===== config.mk =====
export PLATFORM = sky130hd
export DESIGN_NAME = websocket_frame_deframer_core
export DESIGN_NICKNAME = d
export VERILOG_FILES = /design/src/rtl/core/wsd_pkg.sv /design/src/rtl/core/wsd_front.sv /design/src/rtl/core/wsd_queue.sv /design/src/rtl/core/wsd_back.sv /design/src/rtl/core/websocket_frame_deframer_core.sv
export SDC_FILE = /design/constraint.sdc
export NUM_CORES = 1
export LEC_CHECK = 0
export BUFFER_PORTS_ARGS = -buffer_cell sky130_fd_sc_hd__buf_2
export CORE_ASPECT_RATIO = 0.75
export CORE_MARGIN = 2
export CORE_UTILIZATION = 56
export CTS_CLUSTER_DIAMETER = 30
export DETAILED_ROUTE_END_ITERATION = 12
export GPL_TIMING_DRIVEN = 1
export PLACE_DENSITY = 0.87
export SYNTH_ARGS = -nofsm -noshare
export SYNTH_HDL_FRONTEND = slang
export SYNTH_SLANG_ARGS = --single-unit
export TNS_END_PERCENT = 10

===== constraint.sdc =====
create_clock -name aclk -period 3 [get_ports aclk]
set_input_delay 0.3 -clock aclk [delete_from_list [all_inputs] [get_ports aclk]]
set_output_delay 0.3 -clock aclk [all_outputs]
set_load 0.03 [all_outputs]

===== src/rtl/core/wsd_pkg.sv =====
// Shared types and constants for the WebSocket frame deframer.
// No dependencies; every other file of the block uses it.
package wsd_pkg;

    // Width of the frame length accumulator and payload counter (16..64).
    localparam int LEN_BITS = 64;

    // Frame header constants
    localparam logic [3:0] OPCODE_PING   = 4'h9;
    localparam logic [6:0] LEN7_EXT16    = 7'd126;
    localparam logic [6:0] LEN7_EXT64    = 7'd127;
    localparam logic [3:0] EXT16_BYTES   = 4'd2;
    localparam logic [3:0] EXT64_BYTES   = 4'd8;
    localparam logic [7:0] PONG_HDR0     = 8'h8A;
    localparam logic [7:0] PONG_LEN_EXT  = 8'd126;
    localparam int         PONG_LEN_MAX  = 125;

    // Result kind codes
    localparam logic [1:0] KIND_NONE  = 2'd0;
    localparam logic [1:0] KIND_BYTE  = 2'd1;
    localparam logic [1:0] KIND_EMPTY = 2'd2;

    // Result slot codes inside one descriptor
    localparam logic [1:0] SLOT_FIRST = 2'd0;
    localparam logic [1:0] SLOT_LEN   = 2'd1;
    localparam logic [1:0] SLOT_LEN_H = 2'd2;
    localparam logic [1:0] SLOT_LEN_L = 2'd3;

    // Parser phase, one-hot
    typedef enum logic [3:0] {
        PH_HDR0 = 4'b0001,
        PH_HDR1 = 4'b0010,
        PH_EXT  = 4'b0100,
        PH_PAY  = 4'b1000
    } phase_t;

    // One classified input byte, as handed from the parser to the emitter
    typedef struct packed {
        logic [1:0]  rx_kind;
        logic [7:0]  rx_data;
        logic [3:0]  rx_opcode;
        logic        rx_frame_end;
        logic        tx_valid;
        logic [7:0]  tx_data;
        logic        tx_frame_end;
        logic        pong;       // emit pong header (2 or 4 results)
        logic        pong_long;  // length over 125: 16-bit form
        logic        pong_empty; // zero-length ping
        logic [15:0] pong_len;   // low 16 bits of the length
    } desc_t;

endpackage


===== src/rtl/core/wsd_front.sv =====
// Header parser: takes one byte per transfer and classifies it into a descriptor.
// Depends on wsd_pkg.
module wsd_front (
    input  logic            aclk,
    input  logic            aresetn,
    input  logic            in_fire,
    input  logic [7:0]      in_byte,
    output wsd_pkg::desc_t  out_desc
);

    wsd_pkg::phase_t               phase_reg, phase_next;
    logic [3:0]                    opcode_reg, opcode_next;
    logic                          ping_reg, ping_next;
    logic [3:0]                    ext_left_reg, ext_left_next;
    logic [wsd_pkg::LEN_BITS-1:0]  acc_reg, acc_next;
    logic [wsd_pkg::LEN_BITS-1:0]  left_reg, left_next;

    logic [wsd_pkg::LEN_BITS-1:0]  acc_shift;
    logic [wsd_pkg::LEN_BITS-1:0]  fin_len;
    logic [3:0]                    ext_dec;
    logic [6:0]                    len7;
    logic                          pay_last;
    logic                          do_finish;

    assign len7      = in_byte[6:0];
    assign acc_shift = {acc_reg[wsd_pkg::LEN_BITS-9:0], in_byte};
    assign ext_dec   = ext_left_reg - 4'd1;
    assign pay_last  = (left_reg[wsd_pkg::LEN_BITS-1:1] == '0);

    always_comb begin
        phase_next    = phase_reg;
        opcode_next   = opcode_reg;
        ping_next     = ping_reg;
        ext_left_next = ext_left_reg;
        acc_next      = acc_reg;
        left_next     = left_reg;
        out_desc      = '0;
        do_finish     = 1'b0;
        fin_len       = '0;

        case (phase_reg)
            wsd_pkg::PH_HDR0: begin
                opcode_next = in_byte[3:0];
                ping_next   = (in_byte[3:0] == wsd_pkg::OPCODE_PING);
                phase_next  = wsd_pkg::PH_HDR1;
            end
            wsd_pkg::PH_HDR1: begin
                acc_next = '0;
                if (len7 == wsd_pkg::LEN7_EXT16 || len7 == wsd_pkg::LEN7_EXT64) begin
                    ext_left_next = (len7 == wsd_pkg::LEN7_EXT64) ?
                                    wsd_pkg::EXT64_BYTES : wsd_pkg::EXT16_BYTES;
                    phase_next    = wsd_pkg::PH_EXT;
                end else begin
                    ext_left_next = '0;
                    acc_next      = {{(wsd_pkg::LEN_BITS-7){1'b0}}, len7};
                    do_finish     = 1'b1;
                    fin_len       = {{(wsd_pkg::LEN_BITS-7){1'b0}}, len7};
                end
            end
            wsd_pkg::PH_EXT: begin
                acc_next      = acc_shift;
                ext_left_next = ext_dec;
                if (ext_dec == 4'd0) begin
                    do_finish = 1'b1;
                    fin_len   = acc_shift;
                end
            end
            wsd_pkg::PH_PAY: begin
                out_desc.rx_kind      = wsd_pkg::KIND_BYTE;
                out_desc.rx_data      = in_byte;
                out_desc.rx_opcode    = opcode_reg;
                out_desc.rx_frame_end = pay_last;
                out_desc.tx_valid     = ping_reg;
                out_desc.tx_data      = ping_reg ? in_byte : 8'd0;
                out_desc.tx_frame_end = ping_reg & pay_last;
                left_next             = (left_reg == '0) ? left_reg : left_reg - 1'b1;
                if (pay_last) begin
                    phase_next = wsd_pkg::PH_HDR0;
                end
            end
            default: begin
                phase_next = wsd_pkg::PH_HDR0;
            end
        endcase

        // Header complete: load payload count, describe pong header / empty frame
        if (do_finish) begin
            left_next           = fin_len;
            phase_next          = (fin_len == '0) ? wsd_pkg::PH_HDR0 : wsd_pkg::PH_PAY;
            out_desc.pong       = ping_reg;
            out_desc.pong_long  = (fin_len > wsd_pkg::LEN_BITS'(wsd_pkg::PONG_LEN_MAX));
            out_desc.pong_empty = (fin_len == '0);
            out_desc.pong_len   = fin_len[15:0];
            if (fin_len == '0) begin
                out_desc.rx_kind      = wsd_pkg::KIND_EMPTY;
                out_desc.rx_opcode    = opcode_reg;
                out_desc.rx_frame_end = 1'b1;
            end
        end
    end

    always_ff @(posedge aclk) begin
        if (!aresetn) begin
            phase_reg    <= wsd_pkg::PH_HDR0;
            opcode_reg   <= '0;
            ping_reg     <= 1'b0;
            ext_left_reg <= '0;
            acc_reg      <= '0;
            left_reg     <= '0;
        end else if (in_fire) begin
            phase_reg    <= phase_next;
            opcode_reg   <= opcode_next;
            ping_reg     <= ping_next;
            ext_left_reg <= ext_left_next;
            acc_reg      <= acc_next;
            left_reg     <= left_next;
        end
    end

endmodule


===== src/rtl/core/wsd_queue.sv =====
// Four-entry descriptor queue between the parser and the result emitter.
// Depends on wsd_pkg.
module wsd_queue (
    input  logic            aclk,
    input  logic            aresetn,
    input  logic            push,
    input  wsd_pkg::desc_t  push_desc,
    output logic            full,
    input  logic            pop,
    output logic            not_empty,
    output wsd_pkg::desc_t  head_desc
);

    wsd_pkg::desc_t  mem [4];
    logic [1:0]      wr_ptr_reg, wr_ptr_next;
    logic [1:0]      rd_ptr_reg, rd_ptr_next;
    logic [2:0]      count_reg, count_next;

    assign full      = (count_reg == 3'd4);
    assign not_empty = (count_reg != 3'd0);
    assign head_desc = mem[rd_ptr_reg];

    always_comb begin
        wr_ptr_next = push ? wr_ptr_reg + 2'd1 : wr_ptr_reg;
        rd_ptr_next = pop  ? rd_ptr_reg + 2'd1 : rd_ptr_reg;
        count_next  = count_reg + {2'b00, push} - {2'b00, pop};
    end

    always_ff @(posedge aclk) begin
        if (push) begin
            mem[wr_ptr_reg] <= push_desc;
        end
    end

    always_ff @(posedge aclk) begin
        if (!aresetn) begin
            wr_ptr_reg <= '0;
            rd_ptr_reg <= '0;
            count_reg  <= '0;
        end else begin
            wr_ptr_reg <= wr_ptr_next;
            rd_ptr_reg <= rd_ptr_next;
            count_reg  <= count_next;
        end
    end

endmodule


===== src/rtl/core/wsd_back.sv =====
// Result emitter: expands one descriptor into one, two or four result transfers.
// Depends on wsd_pkg.
module wsd_back (
    input  logic            aclk,
    input  logic            aresetn,
    input  logic            desc_valid,
    input  wsd_pkg::desc_t  desc,
    output logic            desc_pop,
    output logic            m_valid,
    input  logic            m_ready,
    output logic [1:0]      m_rx_kind,
    output logic [7:0]      m_rx_data,
    output logic [3:0]      m_rx_opcode,
    output logic            m_rx_frame_end,
    output logic            m_tx_valid,
    output logic [7:0]      m_tx_data,
    output logic            m_tx_frame_end,
    output logic            m_run_last
);

    logic [1:0] slot_reg, slot_next;
    logic [1:0] last_slot;
    logic       fire;

    assign last_slot = desc.pong ? (desc.pong_long ? wsd_pkg::SLOT_LEN_L : wsd_pkg::SLOT_LEN) :
                       wsd_pkg::SLOT_FIRST;
    assign m_valid   = desc_valid;
    assign fire      = desc_valid & m_ready;
    assign m_run_last = (slot_reg == last_slot);
    assign desc_pop  = fire & m_run_last;

    always_comb begin
        m_rx_kind      = wsd_pkg::KIND_NONE;
        m_rx_data      = '0;
        m_rx_opcode    = '0;
        m_rx_frame_end = 1'b0;
        m_tx_valid     = 1'b1;
        m_tx_data      = '0;
        m_tx_frame_end = 1'b0;
        case (slot_reg)
            wsd_pkg::SLOT_FIRST: begin
                m_rx_kind      = desc.rx_kind;
                m_rx_data      = desc.rx_data;
                m_rx_opcode    = desc.rx_opcode;
                m_rx_frame_end = desc.rx_frame_end;
                m_tx_valid     = desc.pong | desc.tx_valid;
                m_tx_data      = desc.pong ? wsd_pkg::PONG_HDR0 : desc.tx_data;
                m_tx_frame_end = desc.pong ? 1'b0 : desc.tx_frame_end;
            end
            wsd_pkg::SLOT_LEN: begin
                m_tx_data      = desc.pong_long ? wsd_pkg::PONG_LEN_EXT :
                                 {1'b0, desc.pong_len[6:0]};
                m_tx_frame_end = desc.pong_empty & ~desc.pong_long;
            end
            wsd_pkg::SLOT_LEN_H: begin
                m_tx_data = desc.pong_len[15:8];
            end
            wsd_pkg::SLOT_LEN_L: begin
                m_tx_data      = desc.pong_len[7:0];
                m_tx_frame_end = desc.pong_empty;
            end
            default: begin
                m_tx_valid = 1'b0;
            end
        endcase
    end

    always_comb begin
        slot_next = slot_reg;
        if (fire) begin
            slot_next = m_run_last ? wsd_pkg::SLOT_FIRST : slot_reg + 2'd1;
        end
    end

    always_ff @(posedge aclk) begin
        if (!aresetn) begin
            slot_reg <= wsd_pkg::SLOT_FIRST;
        end else begin
            slot_reg <= slot_next;
        end
    end

endmodule


===== src/rtl/core/websocket_frame_deframer_core.sv =====
// Top level of the WebSocket frame deframer with automatic pong reply.
// Depends on wsd_pkg, wsd_front, wsd_queue and wsd_back.
//
//   Channel   Direction  Handshake            Payload
//   s_*       in         s_valid / s_ready    s_rx_byte
//   m_*       out        m_valid / m_ready    m_rx_*, m_tx_*, m_run_last
//
// Cycles: the parser takes one byte per cycle while s_ready is high; each byte
//   becomes one result, except the byte that completes a ping header, which
//   becomes two results (short length) or four (16-bit length form).
// The emitter sends one result per cycle while m_ready is high, so the sustained rate
//   is one byte per cycle, set by the single-result output port, less during pong headers.
// A four-entry descriptor queue lets the parser run ahead of a stalled output.
// s_ready drops only when the queue is full.
// Reset (synchronous, active low) returns the parser to the first header byte
//   and empties the queue.
module websocket_frame_deframer_core (
    input  logic        aclk,
    input  logic        aresetn,
    input  logic        s_valid,
    output logic        s_ready,
    input  logic [7:0]  s_rx_byte,
    output logic        m_valid,
    input  logic        m_ready,
    output logic [1:0]  m_rx_kind,
    output logic [7:0]  m_rx_data,
    output logic [3:0]  m_rx_opcode,
    output logic        m_rx_frame_end,
    output logic        m_tx_valid,
    output logic [7:0]  m_tx_data,
    output logic        m_tx_frame_end,
    output logic        m_run_last
);

    wsd_pkg::desc_t front_desc;
    wsd_pkg::desc_t head_desc;
    logic           q_full;
    logic           q_not_empty;
    logic           q_pop;
    logic           in_fire;

    // Accept whenever the queue has room; parser state advances on transfer
    assign s_ready = ~q_full;
    assign in_fire = s_valid & ~q_full;

    wsd_front u_front (
        .aclk     (aclk),
        .aresetn  (aresetn),
        .in_fire  (in_fire),
        .in_byte  (s_rx_byte),
        .out_desc (front_desc)
    );

    // Hold classified bytes until the emitter drains them
    wsd_queue u_queue (
        .aclk      (aclk),
        .aresetn   (aresetn),
        .push      (in_fire),
        .push_desc (front_desc),
        .full      (q_full),
        .pop       (q_pop),
        .not_empty (q_not_empty),
        .head_desc (head_desc)
    );

    // Expand each descriptor into its result transfers
    wsd_back u_back (
        .aclk           (aclk),
        .aresetn        (aresetn),
        .desc_valid     (q_not_empty),
        .desc           (head_desc),
        .desc_pop       (q_pop),
        .m_valid        (m_valid),
        .m_ready        (m_ready),
        .m_rx_kind      (m_rx_kind),
        .m_rx_data      (m_rx_data),
        .m_rx_opcode    (m_rx_opcode),
        .m_rx_frame_end (m_rx_frame_end),
        .m_tx_valid     (m_tx_valid),
        .m_tx_data      (m_tx_data),
        .m_tx_frame_end (m_tx_frame_end),
        .m_run_last     (m_run_last)
    );

endmodule


=== Word-level counts from Yosys, hierarchy flattened ===
Memories as Yosys holds them, arrays and structs flattened. A register that Yosys moved wholly into a read port is not among the register bits.
Index checks and enable logic that the tools add are counted.

* $add $sub $neg: 7
* $lt $le $gt $ge: 1
* Equal/unequal tests: 16
* Mux-type cells: 42
* Bitwise operators: 8
* Reductions and logical operators: 13

{| class="wikitable"
|+ Operators with widths
! cell !! count
|-
| $mux 64 || 4
|-
| $logic_not 64->1 || 2
|-
| $pmux 64 s2 || 1
|-
| $pmux 56 s2 || 1
|-
| $gt 64x7->1 const B || 1
|-
| $sub 64x1->64 const B || 1
|-
| $logic_not 63->1 || 1
|-
| $pmux 8 s4 || 1
|-
| $mux 4 || 7
|-
| $mux 24 || 1
|-
| $mux 8 || 3
|-
| $mux 19 || 1
|-
| $mux 2 || 8
|-
| $pmux 4 s4 || 1
|-
| $eq 7x7->1 const B || 2
|-
| $mux 7 || 2
|-
| $mux 5 || 2
|-
| $eq 4x4->1 const B || 2
|-
| $pmux 4 s2 || 1
|-
| $mux 1 || 7
|-
| $add 2x1->2 const B || 3
|-
| $ne 3x1->1 const B || 2
|-
| $and 1x1->1 || 5
|-
| $eq 2x2->1 const B || 2
|-
| other kinds (22) || 26
|}

* Bits in registers: 142
* RAM bits: 176
* Input bits: 12
* Output and inout port bits: 28
* Memories: 1

{| class="wikitable"
|+ Memories
! memory !! words !! bits a word !! rd ports !! clocked after memory_dff !! write ports !! RTL line !! RTL
|-
| u_queue.mem || 4 || 44 || 1 || 1 || 1 || wsd_queue.sv:14 || <nowiki>wsd_pkg::desc_t mem [4];</nowiki>
|}

=== Logic depth before layout (Yosys ltp) ===
* Word-level depth: 7
* Depth in mapped cells: 12
* Gate-level depth less buffers: 11

=== Modules after synthesis ===
A second synthesis with hierarchy kept.

* Cells, all modules: 1,272
* Area total of the unflattened synthesis: 14,382.5 um^2

{| class="wikitable"
|+ Modules (own cells, without submodules)
! module !! instances !! cells each !! area each (um^2)
|-
| wsd_front || 1 || 911 || 6,925.4
|-
| wsd_queue || 1 || 273 || 6,851.6
|-
| wsd_back || 1 || 86 || 595.6
|-
| websocket_frame_deframer_core || 1 || 2 || 10.0
|}

=== Worst setup path before layout ===
OpenSTA, ideal clock, no wires.

* Path type: register to register
* Start point: register with a tool-made name
* End point: register u_queue.count_reg[2]
* Arrival: 3,184 ps
* Setup slack: -311 ps
* Stages on the path, launching flop included: 13
* Period minus slack after synthesis: 3,311 ps
* Cell sequence: dfxtp_1 > buf_2 > mux4_2 > or4b_2 > a31oi_1 > ha_1 > inv_1 > ha_1 > inv_1 > fa_1 > xor2_1 > xnor2_1 > nor2_1

{| class="wikitable"
|+ RTL lines
! element !! RTL line !! RTL
|-
| end signal: assignment || wsd_queue.sv:43 || <nowiki>count_reg <= count_next;</nowiki>
|-
| end: declaration || wsd_queue.sv:17 || <nowiki>logic [2:0] count_reg, count_next;</nowiki>
|}

==> impl_metrics.env <==
export IMPL_fin_nets=1391
export IMPL_cts_made_buffers=43
export IMPL_power_frac_comb_pct=37.2
export IMPL_routed_top_layer="met4"
export IMPL_mostFrequentLayoutCells="172 x edfxtp_1, 142 x dfxtp_1, 133 x nor2_1"
export IMPL_port_buffers=39
export IMPL_gp_congestion=0.980
export IMPL_wirelength_met1_mm=16.5
export IMPL_worst_slew_pin_slew_ps=1230
export IMPL_wl_mm=44.9
export IMPL_wl_met2_mm=19.7
export IMPL_avgSynthCellArea_um2=11.2
export IMPL_synth_edff_count=172
export IMPL_cts_buffer_depth=3
export IMPL_die_area_um2=27400
export IMPL_start_util_pct=56.6
export IMPL_clk_latency_ps=560
export IMPL_syn_cell_area_um2=14600
export IMPL_cp_start_kind="flop"
export IMPL_ir_drop_uv=806
export IMPL_rsz0062_at_grt="true"
export IMPL_cts_root_buffer="clkbuf_16"
export IMPL_grt_pass1_vias=11900
export IMPL_drv_cap=0
export IMPL_swShare_pct=35.6
export IMPL_postRouteAntennaNets=0
export IMPL_first_iter_violations=2242
export IMPL_hold_violations=0
export IMPL_cts_hold_buf=0
export IMPL_multi_input_comb_area_um2=6170
export IMPL_ios=40
export IMPL_slew_headroom_pct=17.8
export IMPL_violations="setup timing"
export IMPL_ys_warn_count=0
export IMPL_min_period_ps=3060
export IMPL_grt_ovfl_total=0
export IMPL_fp_row_count=51
export IMPL_fp_dieW_um=190
export IMPL_drive_gt1_share_pct=20.4
export IMPL_fmax_mhz=327
export IMPL_setup_viol=2
export IMPL_reg2regPathDepth=11
export IMPL_p_switching_mw=6.02
export IMPL_placedInstanceArea_um2=15500
export IMPL_endpoint_kind="flop"
export IMPL_regArea_um2=8050
export IMPL_route_met3_wl_mm=6.37
export IMPL_path_class="reg2reg"
export IMPL_final_cell_area_um2=17100
export IMPL_final_common_cell="edfxtp_1"
export IMPL_syn_num_nets=1330
export IMPL_internal_power_mw=10.9
export IMPL_cts_tree="yes"
export IMPL_r2r_setup_slack_ps=-60
export IMPL_whs_endpoint="u_front.opcode_reg[3]"
export IMPL_cts_clk_slew_worst_paths_ps=70
export IMPL_cts_sinks=316
export IMPL_cts_max_level=2
export IMPL_drc=0
export IMPL_crit_required_ps=3430
export IMPL_skew_ps=37.1
export IMPL_synthArstFlopShare_pct=0
export IMPL_rr_endpoint="u_queue.count_reg[2]"
export IMPL_grt_pass1_wl_mm=68.2
export IMPL_netlist_instances=1303
export IMPL_dp_hpwl_mm=27.2
export IMPL_yosysUniqueCellTypes=81
export IMPL_min_path_cells=3
export IMPL_min_delay_start="s_rx_byte[3]"
export IMPL_dr_total_vias=12600
export IMPL_fin_ws_ps=-58.2
export IMPL_die_h_um=144
export IMPL_synth_seq_area_share_pct=55.2
export IMPL_period_share_pct=102
export IMPL_num_antenna_cells=0
export IMPL_syn_to_final_growth_pct=17.4
export IMPL_status="complete, but fails checks"
export IMPL_final_max_slew_viol_count=0
export IMPL_dr_pass1_iters=9
export IMPL_routed_via_density=7.21
export IMPL_clkPwrFrac_pct=32.2
export IMPL_antenna_found_initial=0
export IMPL_ys_ff_latch=316
export IMPL_grt_use_total_pct=32.5
export IMPL_worstPathArrival_ps=3490
export IMPL_min_path_type="in2reg"
export IMPL_final_core_util_pct=66.4
export IMPL_ys_dominant_reg_cell="edfxtp_1"
export IMPL_post_drt_wl_per_cell_um=25.8
export IMPL_pwr_share_seq_pct=30.6
export IMPL_cp_max_fo=4
export IMPL_grt_start_max_net_pins=57
export IMPL_power_mw=16.9
export IMPL_p_per_area_nw_per_um2=987
export IMPL_coreArea_um2=25800
export IMPL_p_leak_nw=6.27
export IMPL_fill_cells=1768
export IMPL_largest_reg_flops=172
==> per-layer routing <==
metal	up-vias	global-route usage (%)
met5	-	0
met1	5955	45.1
met4	0	14.0
li1	5184	-
met2	1186	48.7
met3	236	8.35
==> worst max-delay path, cell delays in order (launching register included) <==
cell and delay (ps):
dfxtp_4 370, mux4_2 530, or4b_4 520, a31oi_4 240, ha_4 240, inv_4 60
ha_4 120, inv_2 40, fa_2 370, xor2_2 170, xnor2_1 200, nor2_1 70
==> worst max path at each step <==
stage               slack, ps                   end
detailed placement       -120  u_queue.count_reg[2]
global placement           30  u_queue.count_reg[2]
finish                    -60  u_queue.count_reg[2]
floorplan                 -10  u_queue.count_reg[2]
CTS                       -20  u_queue.count_reg[2]
global route              -80  u_queue.count_reg[2]
==> timing repair <==
action	CTS	global route
resized for setup	8	10
setup buffers	2	1
setup endpoints to repair	2	36
pin swaps	5	4
==> synth_stat cells, types with 4 or more instances <==
cell type	count	area, um2
dfxtp_1	144	2880
nor4_1	29	181
mux4_2	43	968
nand2_1	75	282
nand2b_1	4	25.0
xnor2_1	7	61.3
a31oi_1	20	125
nor2_1	135	507
o21a_1	5	37.5
nor3_1	35	175
o31ai_1	11	82.6
or4_1	5	37.5
or3_1	10	62.6
nand4_1	18	113
o32ai_1	17	149
and2_1	44	275
mux2i_1	5	50.1
buf_1	9	33.8
nand3_1	23	115
a211oi_1	4	30.0
clkbuf_1	71	267
o22ai_1	21	131
edfxtp_1	172	5160
o221a_2	8	90.1
a21oi_1	101	505
a22oi_1	66	495
nor4_2	5	62.6
a32o_1	6	60.1
and3_1	34	213
o21ai_0	22	110
buf_2	10	50.1
a32oi_1	15	131
ha_1	14	175
nand3b_1	5	37.5
inv_1	30	113
==> cell type report <==
class | count | area share [%]
clock inverters | 30 | 2.26
flip-flops and latches | 316 | 47.0
repair buffers | 109 | 4.69
well taps | 344 | 2.51
clock buffers | 49 | 6.72
multi-input cells | 863 | 36.1
inverters | 31 | 0.694
==> power by group through the flow <==
stage	registers, mW	logic (mW)	clock network, mW
finish	5.17	6.29	5.44
global route	5.19	6.64	5.61
CTS	5.15	5.99	5.42
detailed placement	5.23	5.83	0
global placement	5.19	5.65	0
floorplan	5.15	4.19	0
==> per-stage QoR <==
stage               hold WS (ps)  TNS, ps  cells  setup slack [ps]
finish                       152    -81.5   1742             -58.2
floorplan                    432    -9.67   1303             -9.67
global route                 162     -126   1742             -84.5
global placement             442        0   1660              28.8
CTS                          140    -19.1   1741             -19.1
detailed placement           453     -125   1660              -125
==> logic make-up (layout without fill, tap and decap cells) <==
kind of cell / Yosys count / in the layout / synth area share [%]
AO/OA/AOI/OAI: 339 / 339 / 16.1
XOR/XNOR: 8 / 8 / 0.481
adder cells (fa/ha/maj): 15 / 15 / 1.34
buffers and inverters: 124 / 219 / 3.36
flip-flops: 316 / 316 / 55.2
multiplexers: 48 / 48 / 6.99
AND/OR/NAND/NOR: 453 / 453 / 16.5
No activity file was read; power rests on OpenSTA's default activity.
